File: config.mk
export PLATFORM = sky130hd
export DESIGN_NAME = dual_pulse_led_strip_animator
export DESIGN_NICKNAME = d
export VERILOG_FILES = /design/src/rtl/dpla_pkg.sv /design/src/rtl/dpla_ram.sv /design/src/rtl/dpla_insert.sv /design/src/rtl/dual_pulse_led_strip_animator.sv
export SDC_FILE = /design/constraint.sdc
export NUM_CORES = 1
export LEC_CHECK = 0
export CAP_MARGIN = 20
export CORE_MARGIN = 4
export CORE_UTILIZATION = 30
export CTS_CLUSTER_SIZE = 16
export DETAILED_ROUTE_END_ITERATION = 12
export DONT_BUFFER_PORTS = 1
export GPL_TIMING_DRIVEN = 0
export PLACE_DENSITY = 0.45
export SETUP_SLACK_MARGIN = 0.2
export SYNTH_ARGS = -nofsm -noshare
export SYNTH_HDL_FRONTEND = slang
export SYNTH_SLANG_ARGS = --single-unit
File: constraint.sdc
create_clock -name clk -period 8.5 [get_ports clk]
set_input_delay 0.85 -clock clk [delete_from_list [all_inputs] [get_ports clk]]
set_output_delay 0.85 -clock clk [all_outputs]
set_load 0.01 [all_outputs]
File: src/rtl/dpla_pkg.sv
package dpla_pkg;

  localparam int COLOR_W  = 8;
  localparam int BRIGHT_W = 8;
  localparam int LEVELS_W = 48;
  localparam int CNT_W    = 3;
  localparam int INDEX_W  = 6;
  localparam int CFG_IDX_W = 2;

  // Number of tail levels a released side walks through.
  localparam logic [CNT_W-1:0] TAIL_STEPS = 3'd6;

  // Configuration register indexes.
  localparam logic [CFG_IDX_W-1:0] REG_TAIL_LEVELS = 2'd0;
  localparam logic [CFG_IDX_W-1:0] REG_LEFT_COLOR  = 2'd1;
  localparam logic [CFG_IDX_W-1:0] REG_RIGHT_COLOR = 2'd2;

  // Reset values of the configuration registers.
  localparam logic [LEVELS_W-1:0] TAIL_LEVELS_RST = 48'h01020202020A;
  localparam logic [COLOR_W-1:0]  LEFT_COLOR_RST  = 8'd1;
  localparam logic [COLOR_W-1:0]  RIGHT_COLOR_RST = 8'd2;

  // One entry of a pixel line.
  typedef struct packed {
    logic [COLOR_W-1:0]  color;
    logic [BRIGHT_W-1:0] bright;
  } pix_t;

  localparam int PIX_W = $bits(pix_t);

  // New head entry of one side and its updated tail count.
  typedef struct packed {
    pix_t             pix;
    logic [CNT_W-1:0] count;
  } ins_t;

  // Tail brightness level k; levels past the last one read as zero.
  function automatic logic [BRIGHT_W-1:0] tail_level(input logic [LEVELS_W-1:0] levels,
                                                     input logic [CNT_W-1:0] k);
    logic [BRIGHT_W-1:0] lvl;
    case (k)
      3'd0:    lvl = levels[7:0];
      3'd1:    lvl = levels[15:8];
      3'd2:    lvl = levels[23:16];
      3'd3:    lvl = levels[31:24];
      3'd4:    lvl = levels[39:32];
      3'd5:    lvl = levels[47:40];
      default: lvl = '0;
    endcase
    return lvl;
  endfunction

endpackage

File: src/rtl/dpla_ram.sv
module dpla_ram #(
  parameter int WIDTH = 16,
  parameter int DEPTH = 32
) (
  input  logic                     clk,
  input  logic                     we,
  input  logic [$clog2(DEPTH)-1:0] waddr,
  input  logic [WIDTH-1:0]         wdata,
  input  logic                     re,
  input  logic [$clog2(DEPTH)-1:0] raddr,
  output logic [WIDTH-1:0]         rdata
);

  logic [WIDTH-1:0] mem [DEPTH];
  logic [WIDTH-1:0] rdata_r;

  // One write port, one registered read port; read data holds while re is low.
  always_ff @(posedge clk) begin
    if (we) begin
      mem[waddr] <= wdata;
    end
    if (re) begin
      rdata_r <= mem[raddr];
    end
  end

  assign rdata = rdata_r;

endmodule

File: src/rtl/dpla_insert.sv
module dpla_insert (
  input  logic                            held,
  input  logic [dpla_pkg::CNT_W-1:0]      count,
  input  logic [dpla_pkg::COLOR_W-1:0]    color,
  input  logic [dpla_pkg::LEVELS_W-1:0]   levels,
  output dpla_pkg::ins_t                  ins
);

  // A held side writes its color at level 0, a released side walks down the
  // tail and counts up, and an exhausted tail writes a blank pixel.
  always_comb begin
    ins.count = count;
    if (held) begin
      ins.pix.color  = color;
      ins.pix.bright = dpla_pkg::tail_level(levels, '0);
    end else if (count < dpla_pkg::TAIL_STEPS) begin
      ins.pix.color  = color;
      ins.pix.bright = dpla_pkg::tail_level(levels, count);
      ins.count      = count + 1'b1;
    end else begin
      ins.pix.color  = '0;
      ins.pix.bright = '0;
    end
  end

endmodule

File: src/rtl/dual_pulse_led_strip_animator.sv
// Dual pulse LED strip animator. Each input beat applies its hold toggles and
// tail restarts at once; a beat with advance set also shifts both pixel lines
// and then streams the whole strip out as PIXELS result beats, positions 0 to
// PIXELS-1, with last_pixel on the final one. The lines live in two RAMs used
// as circular buffers around a shared head pointer, so a shift is a single
// write; the frame is then read one pixel per cycle while the output is not
// stalled, one read port per line. Reads pass a read data stage and an output
// register, and the next input beat is taken once the last pixel read of the
// current frame has been issued. Beats without advance produce no result.
// Reset clears the lines at once through per-entry valid bits, so no clearing
// pass is needed. Configuration writes are always taken and must happen only
// while the block is idle.
module dual_pulse_led_strip_animator #(
  parameter int PIXELS = 32
) (
  input  logic                                clk,
  input  logic                                rst_n,

  input  logic                                in_valid,
  output logic                                in_ready,
  input  logic                                in_toggle_left,
  input  logic                                in_toggle_right,
  input  logic                                in_restart_left,
  input  logic                                in_restart_right,
  input  logic                                in_advance,

  output logic                                out_valid,
  input  logic                                out_ready,
  output logic [dpla_pkg::INDEX_W-1:0]        out_pixel_index,
  output logic [dpla_pkg::COLOR_W-1:0]        out_pixel_color,
  output logic [dpla_pkg::BRIGHT_W-1:0]       out_pixel_brightness,
  output logic                                out_last_pixel,

  input  logic                                cfg_valid,
  output logic                                cfg_ready,
  input  logic [dpla_pkg::CFG_IDX_W-1:0]      cfg_index,
  input  logic [dpla_pkg::LEVELS_W-1:0]       cfg_data
);

  localparam int AW = $clog2(PIXELS);
  localparam logic [AW-1:0] LAST_ADDR = AW'(PIXELS - 1);

  typedef enum logic {
    ST_IDLE,
    ST_ISSUE
  } state_t;

  // Configuration registers.
  logic [dpla_pkg::LEVELS_W-1:0] tail_levels_r;
  logic [dpla_pkg::COLOR_W-1:0]  left_color_r;
  logic [dpla_pkg::COLOR_W-1:0]  right_color_r;

  // Side state.
  logic                       hold_left_r, hold_right_r;
  logic [dpla_pkg::CNT_W-1:0] left_cnt_r, right_cnt_r;

  // Line storage bookkeeping.
  logic [AW-1:0]     head_r;
  logic [PIXELS-1:0] line_vld_r;

  // Read issue.
  state_t        state_r;
  logic [AW-1:0] cnt_r;
  logic [AW-1:0] fa_r, ba_r;

  // Read data stage.
  logic          s1_v_r;
  logic [AW-1:0] s1_idx_r;
  logic          s1_last_r;
  logic          s1_vf_r, s1_vb_r;

  // Output register.
  logic                            out_valid_r;
  logic [AW-1:0]                   out_idx_r;
  logic [dpla_pkg::COLOR_W-1:0]    out_color_r;
  logic [dpla_pkg::BRIGHT_W-1:0]   out_bright_r;
  logic                            out_last_r;

  logic                       in_fire, adv_fire;
  logic                       hold_left_nxt, hold_right_nxt;
  logic [dpla_pkg::CNT_W-1:0] left_cnt_eff, right_cnt_eff;
  logic [AW-1:0]              head_nxt, ba_start;
  dpla_pkg::ins_t             ins_left, ins_right;
  logic                       s2_load, issue;
  dpla_pkg::pix_t             fwd_rd, bwd_rd, fwd_pix, bwd_pix;
  logic [dpla_pkg::COLOR_W:0] csum, pair;
  logic [dpla_pkg::BRIGHT_W-1:0] bright_nxt;

  assign in_ready  = (state_r == ST_IDLE);
  assign in_fire   = in_valid && in_ready;
  assign adv_fire  = in_fire && in_advance;
  assign cfg_ready = 1'b1;

  // Toggles and restarts take effect before the insert.
  assign hold_left_nxt  = hold_left_r ^ in_toggle_left;
  assign hold_right_nxt = hold_right_r ^ in_toggle_right;
  assign left_cnt_eff   = in_restart_left ? '0 : left_cnt_r;
  assign right_cnt_eff  = in_restart_right ? '0 : right_cnt_r;

  dpla_insert u_ins_left (
    .held   (hold_left_nxt),
    .count  (left_cnt_eff),
    .color  (left_color_r),
    .levels (tail_levels_r),
    .ins    (ins_left)
  );

  dpla_insert u_ins_right (
    .held   (hold_right_nxt),
    .count  (right_cnt_eff),
    .color  (right_color_r),
    .levels (tail_levels_r),
    .ins    (ins_right)
  );

  // A shift moves the head forward; forward pixel i sits at head-i and
  // backward pixel PIXELS-1-i at head+1+i, both modulo PIXELS.
  assign head_nxt = (head_r == LAST_ADDR) ? '0 : head_r + AW'(1);
  assign ba_start = (head_nxt == LAST_ADDR) ? '0 : head_nxt + AW'(1);

  // Pipeline moves: output register, read data stage, read issue.
  assign s2_load = s1_v_r && (!out_valid_r || out_ready);
  assign issue   = (state_r == ST_ISSUE) && (!s1_v_r || s2_load);

  dpla_ram #(
    .WIDTH (dpla_pkg::PIX_W),
    .DEPTH (PIXELS)
  ) u_fwd_ram (
    .clk   (clk),
    .we    (adv_fire),
    .waddr (head_nxt),
    .wdata (ins_left.pix),
    .re    (issue),
    .raddr (fa_r),
    .rdata (fwd_rd)
  );

  dpla_ram #(
    .WIDTH (dpla_pkg::PIX_W),
    .DEPTH (PIXELS)
  ) u_bwd_ram (
    .clk   (clk),
    .we    (adv_fire),
    .waddr (head_nxt),
    .wdata (ins_right.pix),
    .re    (issue),
    .raddr (ba_r),
    .rdata (bwd_rd)
  );

  // Entries never written since reset read as blank.
  assign fwd_pix = s1_vf_r ? fwd_rd : '0;
  assign bwd_pix = s1_vb_r ? bwd_rd : '0;

  // Overlap of both pulse colors shows at full tail level 0.
  assign csum = {1'b0, fwd_pix.color} + {1'b0, bwd_pix.color};
  assign pair = {1'b0, left_color_r} + {1'b0, right_color_r};
  assign bright_nxt = (csum == pair) ? dpla_pkg::tail_level(tail_levels_r, '0)
                                     : fwd_pix.bright + bwd_pix.bright;

  // Configuration registers.
  always_ff @(posedge clk) begin
    if (!rst_n) begin
      tail_levels_r <= dpla_pkg::TAIL_LEVELS_RST;
      left_color_r  <= dpla_pkg::LEFT_COLOR_RST;
      right_color_r <= dpla_pkg::RIGHT_COLOR_RST;
    end else if (cfg_valid && cfg_ready) begin
      case (cfg_index)
        dpla_pkg::REG_TAIL_LEVELS: tail_levels_r <= cfg_data;
        dpla_pkg::REG_LEFT_COLOR:  left_color_r  <= cfg_data[dpla_pkg::COLOR_W-1:0];
        dpla_pkg::REG_RIGHT_COLOR: right_color_r <= cfg_data[dpla_pkg::COLOR_W-1:0];
        default: ;
      endcase
    end
  end

  // Hold flags, tail counts, head pointer and line valid bits.
  always_ff @(posedge clk) begin
    if (!rst_n) begin
      hold_left_r  <= 1'b0;
      hold_right_r <= 1'b0;
      left_cnt_r   <= '0;
      right_cnt_r  <= '0;
      head_r       <= '0;
      line_vld_r   <= '0;
    end else if (in_fire) begin
      hold_left_r  <= hold_left_nxt;
      hold_right_r <= hold_right_nxt;
      if (in_advance) begin
        left_cnt_r           <= ins_left.count;
        right_cnt_r          <= ins_right.count;
        head_r               <= head_nxt;
        line_vld_r[head_nxt] <= 1'b1;
      end else begin
        left_cnt_r  <= left_cnt_eff;
        right_cnt_r <= right_cnt_eff;
      end
    end
  end

  // Read issue sequencer: one pixel of each line per cycle while the pipeline is not stalled.
  always_ff @(posedge clk) begin
    if (!rst_n) begin
      state_r <= ST_IDLE;
      cnt_r   <= '0;
      fa_r    <= '0;
      ba_r    <= '0;
    end else begin
      case (state_r)
        ST_IDLE: begin
          if (adv_fire) begin
            state_r <= ST_ISSUE;
            cnt_r   <= '0;
            fa_r    <= head_nxt;
            ba_r    <= ba_start;
          end
        end
        ST_ISSUE: begin
          if (issue) begin
            cnt_r <= cnt_r + AW'(1);
            fa_r  <= (fa_r == '0) ? LAST_ADDR : fa_r - AW'(1);
            ba_r  <= (ba_r == LAST_ADDR) ? '0 : ba_r + AW'(1);
            if (cnt_r == LAST_ADDR) begin
              state_r <= ST_IDLE;
            end
          end
        end
        default: state_r <= ST_IDLE;
      endcase
    end
  end

  // Read data stage: tags that travel with the RAM output.
  always_ff @(posedge clk) begin
    if (!rst_n) begin
      s1_v_r <= 1'b0;
    end else if (issue) begin
      s1_v_r <= 1'b1;
    end else if (s2_load) begin
      s1_v_r <= 1'b0;
    end
  end

  always_ff @(posedge clk) begin
    if (issue) begin
      s1_idx_r  <= cnt_r;
      s1_last_r <= (cnt_r == LAST_ADDR);
      s1_vf_r   <= line_vld_r[fa_r];
      s1_vb_r   <= line_vld_r[ba_r];
    end
  end

  // Output register.
  always_ff @(posedge clk) begin
    if (!rst_n) begin
      out_valid_r <= 1'b0;
    end else if (s2_load) begin
      out_valid_r <= 1'b1;
    end else if (out_ready) begin
      out_valid_r <= 1'b0;
    end
  end

  always_ff @(posedge clk) begin
    if (s2_load) begin
      out_idx_r    <= s1_idx_r;
      out_color_r  <= csum[dpla_pkg::COLOR_W-1:0];
      out_bright_r <= bright_nxt;
      out_last_r   <= s1_last_r;
    end
  end

  assign out_valid            = out_valid_r;
  assign out_pixel_index      = dpla_pkg::INDEX_W'(out_idx_r);
  assign out_pixel_color      = out_color_r;
  assign out_pixel_brightness = out_bright_r;
  assign out_last_pixel       = out_last_r;

  // A frame starts its reads at pixel 0 right after the shift.
  a_frame_start: assert property (@(posedge clk) disable iff (!rst_n)
    adv_fire |=> (state_r == ST_ISSUE) && (cnt_r == '0))
    else $error("frame did not start at pixel 0");

  // The last pixel of a frame always carries the last strip position.
  a_last_index: assert property (@(posedge clk) disable iff (!rst_n)
    s1_v_r && s1_last_r |-> (s1_idx_r == LAST_ADDR))
    else $error("last pixel tag on wrong position");

  // The forward read of a frame starts at the newest entry.
  a_addr_pair: assert property (@(posedge clk) disable iff (!rst_n)
    issue && (cnt_r == '0) |-> (fa_r == head_r))
    else $error("forward read does not start at head");

  // A stalled read data stage never takes a new read.
  a_no_overrun: assert property (@(posedge clk) disable iff (!rst_n)
    s1_v_r && !s2_load |-> !issue)
    else $error("read issued into a full stage");

endmodule

==> impl_metrics.toml <==
[synthesis]
synth_sequential_area_ratio_pct = 72.5
post-synth-top-count-cell = "sky130_fd_sc_hd__edfxtp_1"
synth_edf_count = 1086
synth_seq_cells = 1213
synth_top_area_cell = "sky130_fd_sc_hd__edfxtp_1"
ys.flop_type = "sky130_fd_sc_hd__edfxtp_1"
netlist_instances = 2443
syn-cell-area_sq_mm = 0.0485
synth_warnings = 0
netlist.area_leader.share_pct = 67.3
postSynthAreaPerCell_sq_um = 19.8
synth_cell_type_count = 57
synth_async_sr_flop_share_pct = 0
yosys-top-cells-count = "1086 x sky130_fd_sc_hd__edfxtp_1, 340 x sky130_fd_sc_hd__mux4_2, 152 x sky130_fd_sc_hd__nand2_1"
top_post_synthesis_cells_by_area = "sky130_fd_sc_hd__edfxtp_1 67%, sky130_fd_sc_hd__mux4_2 16%, sky130_fd_sc_hd__dfxtp_1 5.2%"
mappedNetlistNets = 2551

[floorplanning]
core_area_sq_mm = 0.161
initial_utilization_pct = 30.2
die_width_microns = 410
ioPinCount = 86
placement_rows = 147
die-area_sq_mm = 0.168
die_y_microns = 410

[drt]
drc_violation_count_after_routing = 0
route.final.wire_length_microns = 141000
dr_total_vias = 25100
route.antenna.remaining_nets = 0
routed_wire_length_per_instance_microns = 28.4
route.detailed.vias_per_inst = 5.06
drt-pass1-iter-count = 9
detailedRoute.firstIterationViolations = 2352

[sta]
finalHoldWorstSlack_ns = 0.230
layout_min_cycle_time_ns = 4.03
slew_headroom_pct = 26.4
final.setup_skew_ns = 0.0190
finalCritPeriodShare_pct = 47.4
drv_slew = 0
setup_viol = 0
rsz_0062_raised_after_global_routing = "no"
final_hold_viol_count = 0
final.setup.tns_ns = 0
worst_pin_slew_ns = 1.10
max_clock_freq_mhz = 248

[worst_hold_path]
worst_case_hold_path_end_point = "tail_levels_r[3]"
min-delay-start = "cfg_data[3]"
timing.hold.worst_path_depth = 2
hold_class = "primary input to register"

[clocking]
tritoncts = "yes"
clock_sinks = 1213
clkSlewWorstSetupHoldPaths_ns = 0.06
cts_inserted_buffers = 131
post_cts.repair.setup_buffers = 0
cts.root.buffer_cell = "sky130_fd_sc_hd__clkbuf_16"
cts.path.max_buffers = 3
clock_tree.htree_level_count = 4
postCtsResizedCells = 0
clkLatencyLatePin_ns = 0.75
hold_buffers = 0

[grt]
grt_first_pass_wirelength_microns = 199000
grt_pass1_vias = 26100
grt_antenna_before_repair = 5
grt-ovfl-total = 0
grt_start_max_net_pins = 33
gr-usage-all-layers_pct = 16.7

[setup_path]
critPathArrivalTime_ns = 4.49
worstReg2RegStart = "head_r[0]"
timing.reg2reg.setup_slack_ns = 4.47
crit_path_max_fanout = 8
critical_path.startpoint_type = "register"
setup.worst_path.end_class = "register"
setup.worst_path.class = "register to register"
ff2ff_path_depth = 10
critical_path.reg2reg.endpoint = "u_fwd_ram.mem[7][11]"
cp_data_required_time_ns = 8.96

[layout]
fraction_of_final_layout_cells_with_drive_strength_greater_than_1_pct = 27.9
finalInstanceArea_sq_mm = 0.0573
area.growth.synth_to_final_pct = 18.3
number_of_fill_cells = 14800
final_design_utilization_pct = 35.7
final_nets = 2793

[place]
hpwl_microns = 96700
globalplace.congestion = 0.899
port_buffers = 0
postPlaceCellArea_sq_mm = 0.0531

[power]
leakage_uw = 0.0177
max-vdd-ir-drop_mv = 0.171
p_total_uw = 13100
power.density_mw_per_mm2 = 229

[run_status]
status = "completed"

[flow_run]
cap_viol_max_count = 0
-- worst max-delay path by stage --
stage / startpoint / to / slack [ns] / depth (start not counted)
finish: head_r[0] / u_fwd_ram.mem[7][11] / 4.47 / 10
CTS: s1_vb_r / out_pixel_brightness[3] / 4.50 / 12
floorplan: in_valid / u_bwd_ram.mem[7][0] / 3.23 / 5
global placement: in_valid / u_fwd_ram.mem[6][12] / -1.98 / 5
global route: s1_vb_r / out_pixel_brightness[4] / 4.26 / 12
detailed placement: in_valid / u_fwd_ram.mem[6][12] / 4.46 / 8
-- metal layers --
layer / global-route usage [%] / routed length, microns / vias to the layer above
met2: 27.5 / 68200 / 831
met3: 3.55 / 8490 / 174
li1: - / - / 10500
met4: 4.47 / 3050 / 0
met5: 0 / 0 / -
met1: 22.6 / 61100 / 13600
-- power breakdown --
group | internal (uW) | switching, uW | total (uW)
clock | 3200 | 2350 | 5540
sequential | 6560 | 33.4 | 6600
combinational | 405 | 587 | 992
-- flip-flops by register name (all words and copies together) (netlist names), 8 cells and up --
register              cells
right_color_r             8
u_fwd_ram.mem           512
out_pixel_color           8
u_bwd_ram.mem           512
line_vld_r               32
u_bwd_ram.rdata          16
tail_levels_r            48
u_fwd_ram.rdata          16
left_color_r              8
out_pixel_brightness      8
-- cell type report --
| class | instances | area (sq um) | share of cell area [%] |
|---|---|---|---|
| sequential | 1213 | 35200 | 61.3 |
| multi-input combinational | 1072 | 12900 | 22.6 |
| clock buffer | 174 | 3660 | 6.38 |
| tap | 2160 | 2700 | 4.71 |
| timing repair buffer | 109 | 1630 | 2.84 |
| buffer | 132 | 622 | 1.08 |
| clock inverter | 67 | 527 | 0.919 |
| inverter | 26 | 97.6 | 0.170 |
| antenna | 1 | 2.50 | 0.00436 |
-- critical path, cell delays in order, from the launching register on --
cell                      delay, ns
sky130_fd_sc_hd__dfxtp_1       0.34
sky130_fd_sc_hd__ha_1          0.24
sky130_fd_sc_hd__and3_1        0.20
sky130_fd_sc_hd__ha_1          0.24
sky130_fd_sc_hd__nor2_1        0.47
sky130_fd_sc_hd__ha_1          0.31
sky130_fd_sc_hd__nand2_1       0.42
sky130_fd_sc_hd__nor4_2        0.79
sky130_fd_sc_hd__buf_4         0.32
sky130_fd_sc_hd__buf_4         0.20
sky130_fd_sc_hd__buf_4         0.20
-- cell usage in the layout (no fill, tap or decap), types with 10 or more instances in the layout --
master / n
sky130_fd_sc_hd__dfxtp_1: 127
sky130_fd_sc_hd__clkbuf_1: 99
sky130_fd_sc_hd__o21ai_0: 38
sky130_fd_sc_hd__nor2b_2: 12
sky130_fd_sc_hd__edfxtp_1: 1086
sky130_fd_sc_hd__buf_2: 13
sky130_fd_sc_hd__buf_4: 48
sky130_fd_sc_hd__mux2i_1: 21
sky130_fd_sc_hd__nor2_4: 25
sky130_fd_sc_hd__clkinv_1: 22
sky130_fd_sc_hd__xnor2_1: 26
sky130_fd_sc_hd__and2_1: 35
sky130_fd_sc_hd__nand3_1: 15
sky130_fd_sc_hd__nor2_1: 34
sky130_fd_sc_hd__buf_6: 22
sky130_fd_sc_hd__ha_1: 45
sky130_fd_sc_hd__inv_1: 24
sky130_fd_sc_hd__buf_8: 28
sky130_fd_sc_hd__buf_1: 23
sky130_fd_sc_hd__nand2_1: 152
sky130_fd_sc_hd__clkinv_2: 25
sky130_fd_sc_hd__nand2b_1: 13
sky130_fd_sc_hd__o21a_1: 35
sky130_fd_sc_hd__clkbuf_16: 140
sky130_fd_sc_hd__a222oi_1: 22
sky130_fd_sc_hd__nor2b_1: 19
sky130_fd_sc_hd__a21boi_0: 49
sky130_fd_sc_hd__a21oi_1: 35
sky130_fd_sc_hd__buf_12: 28
sky130_fd_sc_hd__a22o_1: 10
sky130_fd_sc_hd__xor2_1: 12
sky130_fd_sc_hd__mux4_2: 340
sky130_fd_sc_hd__mux2_2: 36
-- cell families (layout without fill, tap and decap cells) --
group           count (synthesis)  after routing  share of synthesized area [%]
flops                        1213           1213                           72.5
mux                           403            403                           17.2
simple gates                  348            348                           3.37
compound gates                232            232                           3.35
buf+inv                       158            508                           1.48
fa+ha+maj                      48             48                           1.29
xor+xnor                       39             39                          0.736
other cells                     2              3                         0.0155
-- through the flow --
stage	setup WS, ns	std cells
final	4.47	4954
after global routing	4.26	4953
after CTS	4.50	4949
after detailed placement	4.46	4708
after global placement	-1.98	4603
after floorplan	3.23	2443
Note: power is estimated with default switching activity, not from simulation.
